$ cat src/rtl/dotu_pkg.sv
// ----------------------------------------------------------------------------
// dotu_pkg
// Opcodes, status codes, constants and shared types of the timer table.
// ----------------------------------------------------------------------------
`timescale 1ns / 1ps

package dotu_pkg;

	localparam logic [2:0] OP_ADD     = 3'd0;
	localparam logic [2:0] OP_CANCEL  = 3'd1;
	localparam logic [2:0] OP_REFRESH = 3'd2;
	localparam logic [2:0] OP_RESET   = 3'd3;
	localparam logic [2:0] OP_COLLECT = 3'd4;
	localparam logic [2:0] OP_QUERY   = 3'd5;

	localparam logic [1:0] ST_OK   = 2'd0;
	localparam logic [1:0] ST_MISS = 2'd1;
	localparam logic [1:0] ST_FULL = 2'd2;

	localparam logic [2:0] ADDR_WINDOW = 3'd0;

	localparam int NUM_SLOTS   = 16;
	localparam int MAX_RESULTS = 16;
	localparam int RES_CNT_W   = 5;
	localparam int ORD_IW      = 4;

	localparam int PER_W  = 32;
	localparam int DL_W   = 64;
	localparam int WORD_W = PER_W + DL_W;

	localparam logic [31:0] WINDOW_RESET = 32'd3600000;
	localparam logic [63:0] ALL_ONES     = 64'hFFFF_FFFF_FFFF_FFFF;

	typedef struct packed {
		logic [63:0] a;
		logic [63:0] b;
		logic        sub;
	} alu_req_t;

	typedef struct packed {
		logic [63:0] res;
		logic        borrow;
	} alu_rsp_t;

endpackage

$ cat src/rtl/dotu_ram.sv
// ----------------------------------------------------------------------------
// dotu_ram
// Generic single-write, single-read RAM with registered read data.
// ----------------------------------------------------------------------------
`timescale 1ns / 1ps

module dotu_ram #(
	parameter int WIDTH = 96,
	parameter int DEPTH = 16
) (
	input  logic                     clk,
	input  logic                     we,
	input  logic [$clog2(DEPTH)-1:0] waddr,
	input  logic [WIDTH-1:0]         wdata,
	input  logic [$clog2(DEPTH)-1:0] raddr,
	output logic [WIDTH-1:0]         rdata
);

	logic [WIDTH-1:0] mem [DEPTH];

	always_ff @(posedge clk) begin
		if (we) begin
			mem[waddr] <= wdata;
		end
		rdata <= mem[raddr];
	end

endmodule

$ cat src/rtl/dotu_alu.sv
// ----------------------------------------------------------------------------
// dotu_alu
// Shared 64-bit add/subtract unit with borrow out.
// ----------------------------------------------------------------------------
`timescale 1ns / 1ps

module dotu_alu (
	input  dotu_pkg::alu_req_t req,
	output dotu_pkg::alu_rsp_t rsp
);

	logic [64:0] sum;

	assign sum = {1'b0, req.a} + {1'b0, (req.sub ? ~req.b : req.b)} + 65'(req.sub);
	assign rsp.res    = sum[63:0];
	assign rsp.borrow = req.sub & ~sum[64];

endmodule

$ cat src/rtl/deadline_ordered_timer_table_unit.sv
// ----------------------------------------------------------------------------
// deadline_ordered_timer_table_unit
// Timer slot table ordered by deadline, with one shared adder and a sequencer.
// ----------------------------------------------------------------------------
// Commands arrive on the cmd channel (cmd_valid / cmd_stall), one transfer per
// command, each carrying now_ms. Results leave on the rsp channel (rsp_valid /
// rsp_stall); every command gives one result, collect gives one per expired
// slot, and the final result of a command has last set.
// The block takes one command at a time; cmd_stall is high while a command is
// at work. Slot periods and deadlines sit in one RAM that is scanned one slot
// per cycle. Cancel, refresh and undefined opcodes need no scan. Query, add
// to a table that is not full and a reset that changes a live slot scan the
// table once; a failed add and a reset that changes nothing need no scan.
// Collect needs no scan on an empty table; else it scans once per expired
// slot and, unless it has taken 16, once more to find that none is left.
// The block idles before the next command is taken. The result register
// lets a new command be taken while a result waits; a stalled receiver holds
// the result and, once the sequencer needs the result register again, holds
// the sequencer. Reset clears all slots, the notice and the previous time, and
// loads the rollover window with its default.
// rollover_window_ms lies at APB byte address 0.
// ----------------------------------------------------------------------------
`timescale 1ns / 1ps

module deadline_ordered_timer_table_unit (
	input  logic        clk,
	input  logic        arst_n,
	input  logic        psel,
	input  logic        penable,
	input  logic        pwrite,
	input  logic [2:0]  paddr,
	input  logic [31:0] pwdata,
	output logic [31:0] prdata,
	output logic        pready,
	input  logic        cmd_valid,
	output logic        cmd_stall,
	input  logic [2:0]  opcode,
	input  logic [3:0]  slot,
	input  logic [31:0] period_ms,
	input  logic        recurring,
	input  logic        restart_now,
	input  logic [63:0] now_ms,
	output logic        rsp_valid,
	input  logic        rsp_stall,
	output logic [1:0]  status,
	output logic [3:0]  result_slot,
	output logic        expired_valid,
	output logic [63:0] time_to_next,
	output logic        front_notice,
	output logic        any_active,
	output logic        last
);

	localparam int NUM_SLOTS = dotu_pkg::NUM_SLOTS;
	localparam int IW = $clog2(NUM_SLOTS);
	localparam logic [IW-1:0] LAST_IX = IW'(NUM_SLOTS - 1);

	typedef enum logic [10:0] {
		S_IDLE      = 11'b000_0000_0001,
		S_DECODE    = 11'b000_0000_0010,
		S_ADD_WR    = 11'b000_0000_0100,
		S_RD        = 11'b000_0000_1000,
		S_RST2      = 11'b000_0001_0000,
		S_ROLL      = 11'b000_0010_0000,
		S_SCAN      = 11'b000_0100_0000,
		S_SCAN_FIN  = 11'b000_1000_0000,
		S_SCAN_DONE = 11'b001_0000_0000,
		S_EMIT      = 11'b010_0000_0000,
		S_RESP      = 11'b100_0000_0000
	} state_t;

	typedef enum logic [2:0] {
		M_FRONT   = 3'b001,
		M_QUERY   = 3'b010,
		M_COLLECT = 3'b100
	} mode_t;

	state_t state_q;
	mode_t  mode_q;

	logic [NUM_SLOTS-1:0] active_q, recur_q, taken_q;
	logic [63:0] prev_q;
	logic        notice_q;
	logic [31:0] window_q;
	logic        roll_q;
	logic [IW-1:0] sc_q, tgt_q;
	logic        v_s1;
	logic [IW-1:0] ix_s1;
	logic [dotu_pkg::RES_CNT_W-1:0] n_q;
	logic [dotu_pkg::ORD_IW-1:0]    em_q;
	logic        best_found_q;

	logic [2:0]  op_q;
	logic [3:0]  slot_q;
	logic [31:0] per_q;
	logic        rec_q, fromnow_q;
	logic [63:0] now_q, start_q;
	logic [IW-1:0] best_ix_q;
	logic [63:0] best_dl_q;
	logic [31:0] best_per_q;
	logic [IW-1:0] order_q [dotu_pkg::MAX_RESULTS];
	logic [1:0]  res_st_q;
	logic [3:0]  res_slot_q;
	logic        res_fn_q;
	logic [63:0] res_ttn_q;

	logic [1:0]  status_q;
	logic [3:0]  result_slot_q;
	logic        expired_q, fn_q, any_q, last_q, rsp_valid_q;
	logic [63:0] ttn_q;

	logic                         ram_we;
	logic [IW-1:0]                ram_waddr, ram_raddr;
	logic [dotu_pkg::WORD_W-1:0]  ram_wdata, ram_rdata;
	logic [31:0]                  rd_per;
	logic [63:0]                  rd_dl;
	dotu_pkg::alu_req_t           alu_req;
	dotu_pkg::alu_rsp_t           alu_rsp;

	logic [IW-1:0] slot_ix, free_ix;
	logic          slot_ok, all_full, rsp_free, emit_last, rst_same;
	logic          elig, better;

	dotu_ram #(.WIDTH(dotu_pkg::WORD_W), .DEPTH(NUM_SLOTS)) u_ram (
		.clk   (clk),
		.we    (ram_we),
		.waddr (ram_waddr),
		.wdata (ram_wdata),
		.raddr (ram_raddr),
		.rdata (ram_rdata)
	);

	dotu_alu u_alu (
		.req (alu_req),
		.rsp (alu_rsp)
	);

	assign rd_per   = ram_rdata[dotu_pkg::WORD_W-1:dotu_pkg::DL_W];
	assign rd_dl    = ram_rdata[dotu_pkg::DL_W-1:0];
	assign slot_ix  = IW'(slot_q);
	assign slot_ok  = 32'(slot_q) < 32'(NUM_SLOTS);
	assign all_full = &active_q;
	assign rsp_free = !rsp_valid_q || !rsp_stall;
	assign emit_last = ({1'b0, em_q} + 5'd1) == n_q;
	assign rst_same = (per_q == rd_per) && !fromnow_q;

	always_comb begin
		free_ix = '0;
		for (int i = NUM_SLOTS - 1; i >= 0; i--) begin
			if (!active_q[i]) begin
				free_ix = IW'(i);
			end
		end
	end

	assign elig = active_q[ix_s1] && !(mode_q == M_COLLECT &&
		(taken_q[ix_s1] || (!roll_q && rd_dl > now_q)));
	assign better = !best_found_q || (rd_dl < best_dl_q);

	always_comb begin
		ram_raddr   = sc_q;
		ram_we      = 1'b0;
		ram_waddr   = tgt_q;
		alu_req.a   = now_q;
		alu_req.b   = {32'd0, per_q};
		alu_req.sub = 1'b0;
		ram_wdata   = {per_q, alu_rsp.res};
		case (state_q)
			S_DECODE: begin
				ram_raddr = slot_ix;
			end
			S_ADD_WR: begin
				ram_we = 1'b1;
			end
			S_RD: begin
				if (op_q == dotu_pkg::OP_REFRESH) begin
					alu_req.b = {32'd0, rd_per};
					ram_wdata = {rd_per, alu_rsp.res};
					ram_we    = 1'b1;
				end else if (!rst_same && active_q[tgt_q]) begin
					if (fromnow_q) begin
						ram_we = 1'b1;
					end else begin
						alu_req.a   = rd_dl;
						alu_req.b   = {32'd0, rd_per};
						alu_req.sub = 1'b1;
					end
				end
			end
			S_RST2: begin
				alu_req.a = start_q;
				ram_we    = 1'b1;
			end
			S_ROLL: begin
				alu_req.a   = prev_q;
				alu_req.b   = now_q;
				alu_req.sub = 1'b1;
			end
			S_SCAN_DONE: begin
				if (mode_q == M_QUERY) begin
					alu_req.a   = best_dl_q;
					alu_req.b   = now_q;
					alu_req.sub = 1'b1;
				end else if (mode_q == M_COLLECT) begin
					alu_req.b = {32'd0, best_per_q};
					ram_waddr = best_ix_q;
					ram_wdata = {best_per_q, alu_rsp.res};
					ram_we    = best_found_q && recur_q[best_ix_q];
				end
			end
			default: begin
			end
		endcase
	end

	always_ff @(posedge clk or negedge arst_n) begin
		if (!arst_n) begin
			state_q      <= S_IDLE;
			mode_q       <= M_FRONT;
			active_q     <= '0;
			recur_q      <= '0;
			taken_q      <= '0;
			prev_q       <= '0;
			notice_q     <= 1'b0;
			window_q     <= dotu_pkg::WINDOW_RESET;
			roll_q       <= 1'b0;
			sc_q         <= '0;
			tgt_q        <= '0;
			v_s1         <= 1'b0;
			ix_s1        <= '0;
			n_q          <= '0;
			em_q         <= '0;
			best_found_q <= 1'b0;
			rsp_valid_q  <= 1'b0;
		end else begin
			if (psel && penable && pwrite && paddr == dotu_pkg::ADDR_WINDOW) begin
				window_q <= pwdata;
			end
			v_s1  <= (state_q == S_SCAN);
			ix_s1 <= sc_q;
			if (state_q == S_SCAN && sc_q == '0) begin
				best_found_q <= 1'b0;
			end else if (v_s1 && elig && better) begin
				best_found_q <= 1'b1;
			end
			if ((state_q == S_RESP || state_q == S_EMIT) && rsp_free) begin
				rsp_valid_q <= 1'b1;
			end else if (!rsp_stall) begin
				rsp_valid_q <= 1'b0;
			end
			case (state_q)
				S_IDLE: begin
					if (cmd_valid) begin
						state_q <= S_DECODE;
					end
				end
				S_DECODE: begin
					sc_q    <= '0;
					state_q <= S_RESP;
					case (op_q)
						dotu_pkg::OP_ADD: begin
							if (!all_full) begin
								tgt_q   <= free_ix;
								mode_q  <= M_FRONT;
								state_q <= S_ADD_WR;
							end
						end
						dotu_pkg::OP_CANCEL: begin
							if (slot_ok && active_q[slot_ix]) begin
								active_q[slot_ix] <= 1'b0;
							end
						end
						dotu_pkg::OP_REFRESH: begin
							if (slot_ok && active_q[slot_ix]) begin
								tgt_q   <= slot_ix;
								state_q <= S_RD;
							end
						end
						dotu_pkg::OP_RESET: begin
							if (slot_ok) begin
								tgt_q   <= slot_ix;
								mode_q  <= M_FRONT;
								state_q <= S_RD;
							end
						end
						dotu_pkg::OP_COLLECT: begin
							if (|active_q) begin
								mode_q  <= M_COLLECT;
								state_q <= S_ROLL;
							end
						end
						dotu_pkg::OP_QUERY: begin
							notice_q <= 1'b0;
							mode_q   <= M_QUERY;
							state_q  <= S_SCAN;
						end
						default: begin
						end
					endcase
				end
				S_ADD_WR: begin
					active_q[tgt_q] <= 1'b1;
					recur_q[tgt_q]  <= rec_q;
					state_q         <= S_SCAN;
				end
				S_RD: begin
					state_q <= S_RESP;
					if (op_q == dotu_pkg::OP_RESET && !rst_same && active_q[tgt_q]) begin
						state_q <= fromnow_q ? S_SCAN : S_RST2;
					end
				end
				S_RST2: begin
					state_q <= S_SCAN;
				end
				S_ROLL: begin
					roll_q  <= !alu_rsp.borrow && (alu_rsp.res > {32'd0, window_q});
					prev_q  <= now_q;
					taken_q <= '0;
					n_q     <= '0;
					state_q <= S_SCAN;
				end
				S_SCAN: begin
					sc_q <= sc_q + 1'b1;
					if (sc_q == LAST_IX) begin
						state_q <= S_SCAN_FIN;
					end
				end
				S_SCAN_FIN: begin
					state_q <= S_SCAN_DONE;
				end
				S_SCAN_DONE: begin
					sc_q    <= '0;
					state_q <= S_RESP;
					if (mode_q == M_FRONT) begin
						if (best_found_q && best_ix_q == tgt_q && !notice_q) begin
							notice_q <= 1'b1;
						end
					end else if (mode_q == M_COLLECT) begin
						em_q <= '0;
						if (best_found_q) begin
							taken_q[best_ix_q] <= 1'b1;
							n_q                <= n_q + 1'b1;
							if (!recur_q[best_ix_q]) begin
								active_q[best_ix_q] <= 1'b0;
							end
							if (n_q == 5'(dotu_pkg::MAX_RESULTS - 1)) begin
								state_q <= S_EMIT;
							end else begin
								state_q <= S_SCAN;
							end
						end else if (n_q != '0) begin
							state_q <= S_EMIT;
						end
					end
				end
				S_EMIT: begin
					if (rsp_free) begin
						em_q <= em_q + 1'b1;
						if (emit_last) begin
							state_q <= S_IDLE;
						end
					end
				end
				S_RESP: begin
					if (rsp_free) begin
						state_q <= S_IDLE;
					end
				end
				default: begin
					state_q <= S_IDLE;
				end
			endcase
		end
	end

	always_ff @(posedge clk) begin
		if (state_q == S_IDLE && cmd_valid) begin
			op_q      <= opcode;
			slot_q    <= slot;
			per_q     <= period_ms;
			rec_q     <= recurring;
			fromnow_q <= restart_now;
			now_q     <= now_ms;
		end
		if (v_s1 && elig && better) begin
			best_ix_q  <= ix_s1;
			best_dl_q  <= rd_dl;
			best_per_q <= rd_per;
		end
		case (state_q)
			S_DECODE: begin
				res_st_q   <= dotu_pkg::ST_OK;
				res_slot_q <= '0;
				res_fn_q   <= 1'b0;
				res_ttn_q  <= '0;
				case (op_q)
					dotu_pkg::OP_ADD: begin
						if (all_full) begin
							res_st_q <= dotu_pkg::ST_FULL;
						end else begin
							res_slot_q <= 4'(free_ix);
						end
					end
					dotu_pkg::OP_CANCEL, dotu_pkg::OP_REFRESH: begin
						if (!(slot_ok && active_q[slot_ix])) begin
							res_st_q <= dotu_pkg::ST_MISS;
						end
					end
					dotu_pkg::OP_RESET: begin
						if (!slot_ok) begin
							res_st_q <= dotu_pkg::ST_MISS;
						end
					end
					default: begin
					end
				endcase
			end
			S_RD: begin
				start_q <= alu_rsp.res;
				if (op_q == dotu_pkg::OP_RESET && !rst_same && !active_q[tgt_q]) begin
					res_st_q <= dotu_pkg::ST_MISS;
				end
			end
			S_SCAN_DONE: begin
				if (mode_q == M_FRONT) begin
					res_fn_q <= best_found_q && best_ix_q == tgt_q && !notice_q;
				end else if (mode_q == M_QUERY) begin
					if (!best_found_q) begin
						res_ttn_q <= dotu_pkg::ALL_ONES;
					end else if (alu_rsp.borrow) begin
						res_ttn_q <= '0;
					end else begin
						res_ttn_q <= alu_rsp.res;
					end
				end else if (best_found_q) begin
					order_q[n_q[dotu_pkg::ORD_IW-1:0]] <= best_ix_q;
				end
			end
			default: begin
			end
		endcase
		if (state_q == S_RESP && rsp_free) begin
			status_q      <= res_st_q;
			result_slot_q <= res_slot_q;
			expired_q     <= 1'b0;
			ttn_q         <= res_ttn_q;
			fn_q          <= res_fn_q;
			any_q         <= |active_q;
			last_q        <= 1'b1;
		end else if (state_q == S_EMIT && rsp_free) begin
			status_q      <= dotu_pkg::ST_OK;
			result_slot_q <= 4'(order_q[em_q]);
			expired_q     <= 1'b1;
			ttn_q         <= '0;
			fn_q          <= 1'b0;
			any_q         <= |active_q;
			last_q        <= emit_last;
		end
	end

	assign cmd_stall     = (state_q != S_IDLE);
	assign rsp_valid     = rsp_valid_q;
	assign status        = status_q;
	assign result_slot   = result_slot_q;
	assign expired_valid = expired_q;
	assign time_to_next  = ttn_q;
	assign front_notice  = fn_q;
	assign any_active    = any_q;
	assign last          = last_q;
	assign pready        = 1'b1;
	assign prdata        = (paddr == dotu_pkg::ADDR_WINDOW) ? window_q : 32'd0;

endmodule

$ cat config.mk
export PLATFORM = sky130hd
export DESIGN_NAME = deadline_ordered_timer_table_unit
export DESIGN_NICKNAME = d
export VERILOG_FILES = /design/src/rtl/dotu_pkg.sv /design/src/rtl/dotu_ram.sv /design/src/rtl/dotu_alu.sv /design/src/rtl/deadline_ordered_timer_table_unit.sv
export SDC_FILE = /design/constraint.sdc
export NUM_CORES = 2
export LEC_CHECK = 0
export ABC_AREA = 1
export CAP_MARGIN = 10
export CORE_MARGIN = 2
export CORE_UTILIZATION = 56
export DETAILED_ROUTE_END_ITERATION = 10
export DONT_BUFFER_PORTS = 1
export HOLD_SLACK_MARGIN = 0.1
export PLACE_DENSITY = 0.7
export SYNTH_ARGS = -nofsm -noshare
export SYNTH_HDL_FRONTEND = slang
export SYNTH_SLANG_ARGS = --single-unit
$ cat constraint.sdc
create_clock -name clk -period 7.4 [get_ports clk]
set_input_delay 0.37 -clock clk [delete_from_list [all_inputs] [get_ports clk]]
set_output_delay 0.37 -clock clk [all_outputs]
set_load 0.005 [all_outputs]
==> qor.csv <==
stage;metric;value;unit
synthesis;Syn Std Cell Area;101000;sq um
synthesis;part of the Yosys area used for sequential elements;0.664;
routing;final wirelength;343;mm
global_route;initial antenna violation count;36;
critical_path;CP peak stage delay;0.44;ns
synthesis;cell taking the most area after synthesis;edfxtp_1;
critical_path;WS Path Type;register to register;
status;status;finished clean;
sta;Slew @ Worst Pin;1.36;ns
sta;Fin. Hold Viols;0;
placement;DP HPWL;217;mm
synthesis;syn_nets;9395;
clocking;Clock Latency Late Sink;0.92;ns
routing;Final ANT Viol Nets;0;
finish;Fillers;13500;
routing;iteration count of the initial detailed-routing pass;8;
sta;Final period util;0.934;
pwr;Pleak;41.0;nW
sta;Min Hold Slack;0.137;ns
global_route;largest net degree at the start of global routing;210;
synthesis;count leader, synth;edfxtp_1;
sta;Worst slew margin;0.0963;
sta;Period minus WS final;6.91;ns
clocking;CTS Root Cell;clkbuf_16;
floorplan;boundary pin count;256;
finish;Layout area overhead;13.9;%
critical_path;buffer and inverter count on the worst path;6;
routing;initial DRC count;11200;
finish;layout cells sized above 1;0.0821;
critical_path;crit path max fanout;26;
placement;Placer Congestion;1.04;
finish;NumNets Final;9603;
clocking;# clock sinks;2294;
critical_path;CP required;8.15;ns
synthesis;top cells by area, synth;edfxtp_1 60%, o21ai_0 6.8%, nor2_1 4.9%;
floorplan;num rows;155;
critical_path;critical path endpoint category;register;
sta;Max Freq;145;MHz
sta;clk_skew;0.0995;ns
pwr;Internal Power;0.0266;W
floorplan;Die X;428;um
flow_run;MaxCap Viol Count;0;
sta;final setup margin;0.492;ns
global_route;number of global-route vias before repair;71200;
clocking;H-tree levels;4;
clocking;CTS clock-pin slew for the worst setup and hold paths;0.06;ns
critical_path;CP top delay family;simple AND/OR/NAND/NOR gates;
clocking;cts bufs inserted;223;
floorplan;Initial Util;0.565;
pwr;Reg power frac;0.408;
pwr;pwr dens;372;nW/um^2
global_route;first-pass GRT wire length;490;mm
placement;pre-CTS worst setup slack;-0.0721;ns
critical_path;Critical Path Source Type;register;
clocking;CTS tree;done;
pwr;power share of the clock group;0.271;
clocking;CTS max path bufs;3;
critical_path;slowest CP cell;edfxtp_1;
pwr;VDD IR max;0.294;mV
pwr;Combinational Power Share;0.320;
synthesis;top post-synthesis cells by count;2012 x edfxtp_1, 1364 x o21ai_0, 1318 x nor2_1;
sta;final setup TNS;0;ns
floorplan;die height;428;um
synthesis;Avg Synthesized Cell Area;11.2;sq um
critical_path;most frequent CP cell;nand2_1;
sta;fin. max-slew vios;0;
routing;DRC viols;0;
pwr;switching power total;0.0162;W
global_route;grt total ovfl;0;
critical_path;worst reg2reg setup slack;0.49;ns
placement;dpl cells;11100;
synthesis;Yosys cell types;62;
synthesis;post-synth top area share;0.599;
synthesis;Seq cells post-synth;2294;
synthesis;most frequently used flop master after synthesis;edfxtp_1;
floorplan;CORE AREA;179000;sq um
finish;non-filler instance count after layout;11800;
routing;routed vias/inst;6.44;
sta;Setup-failing EPs final;0;
floorplan;die area;184000;sq um
global_route;total track usage;0.365;
pwr;Switching Share;0.378;
synthesis;EDFF count, synth;2012;
synthesis;Post-Syn Instances;9017;
min_path;worst min path class;input port to register;
routing;vias post-DR;76000;
critical_path;Worst EP arrival;7.66;ns
placement;Port Buf Inserts;0;
synthesis;Yosys Warn Count;0;
routing;DR WL/cell;29.0;um
synthesis;asr flop ratio synth;0.0802;
-- power groups by stage --
stage | Clock, W | Sequential, W | Combinational [W]
floorplan | 0 | 0.0171 | 0.00727
global placement | 0 | 0.0176 | 0.0127
detailed placement | 0 | 0.0176 | 0.0129
CTS | 0.0117 | 0.0174 | 0.0131
global route | 0.0122 | 0.0174 | 0.0146
finish | 0.0116 | 0.0175 | 0.0137
-- path summary, 6_finish.rpt --
| check | start | end | cells past startpoint |
|---|---|---|---|
| min in group asynchronous | arst_n | prev_q[17] | 3 |
| min | now_ms[20] | now_q[20] | 1 |
| max in group asynchronous | arst_n | prev_q[53] | 4 |
| max reg2reg | per_q[31] | roll_q | 46 |
| min reg2reg | sc_q[1] | ix_s1[1] | 0 |
| max | per_q[31] | roll_q | 46 |
-- routing by layer --
layer / vias to the layer above / GRT usage / share of wire
met5: - / 0 / 0.00011
met2: 4817 / 0.559 / 0.45
li1: 33100 / - / -
met1: 37200 / 0.511 / 0.39
met3: 846 / 0.0662 / 0.11
met4: 6 / 0.166 / 0.051
-- cell usage in the layout, fill, tap and decap left out, types with 98 or more instances in the layout --
cell type	n
a21oi_1	389
buf_4	238
clkbuf_16	225
dfrtp_1	170
dfxtp_1	98
dlygate4sd3_1	210
edfxtp_1	2012
ha_1	223
inv_1	631
nand2_1	975
nand3_1	239
nor2_1	1290
o211ai_1	153
o21ai_0	1340
o221ai_1	286
o22ai_1	173
-- flip-flops by register name (all words and copies together) (netlist names), 5 cells and up --
name,flops
start_q,64
window_q,32
active_q,16
u_ram.rdata,96
taken_q,16
u_ram.mem,1536
state_q,11
recur_q,16
time_to_next,64
best_per_q,32
per_q,32
order_q,64
now_q,64
n_q,5
prev_q,64
res_ttn_q,64
best_dl_q,64
-- worst register-to-register path, delay by kind of cell, from the launching register on --
kind,cells,cell delay (ns)
AND/OR/NAND/NOR,31,3.86
buffers and inverters,6,0.89
AO/OA/AOI/OAI,5,0.65
adder cells (fa/ha/maj),2,0.63
flip-flops,1,0.44
XOR/XNOR,2,0.31
-- cells by family (layout without fill, tap and decap cells) --
family,Yosys count,in the layout,synth area share
simple gates,2690,2690,0.107
compound gates,2568,2568,0.150
flops,2294,2294,0.664
buf+inv,1160,1567,0.0433
fa+ha+maj,231,231,0.0287
xor+xnor,72,72,0.00625
other cells,1,26,0.0000372
mux,1,1,0.0000992
-- through the flow --
step	utilization	power, W	cell area, sq um
floorplan	-	0.0244	101000
detailed placement	0.587	0.0306	105000
global placement	0.587	0.0304	105000
finish	0.643	0.0427	115000
global route	0.643	0.0442	115000
CTS	0.641	0.0422	115000
-- area by class of cell --
| type | instances | area, sq um | area share |
|---|---|---|---|
| inverters | 654 | 2500 | 0.0217 |
| multi-input cells | 5563 | 30100 | 0.262 |
| repair buffers | 489 | 4720 | 0.0411 |
| flip-flops and latches | 2294 | 67000 | 0.583 |
| clock buffers | 309 | 6130 | 0.0534 |
| well taps | 2355 | 2950 | 0.0256 |
| diodes | 25 | 62.6 | 0.000545 |
| clock inverters | 115 | 1400 | 0.0122 |
-- repair_timing --
item / in CTS / in global routing
setup buffers: 0 / 6
hold buffers: 210 / 1
resized for setup: 3 / 67
pin swaps: 0 / 7
gates cloned: 0 / 2
setup endpoints to repair: 1 / 1
hold endpoints to repair: 333 / 31
(Power assumes the default switching activity.)
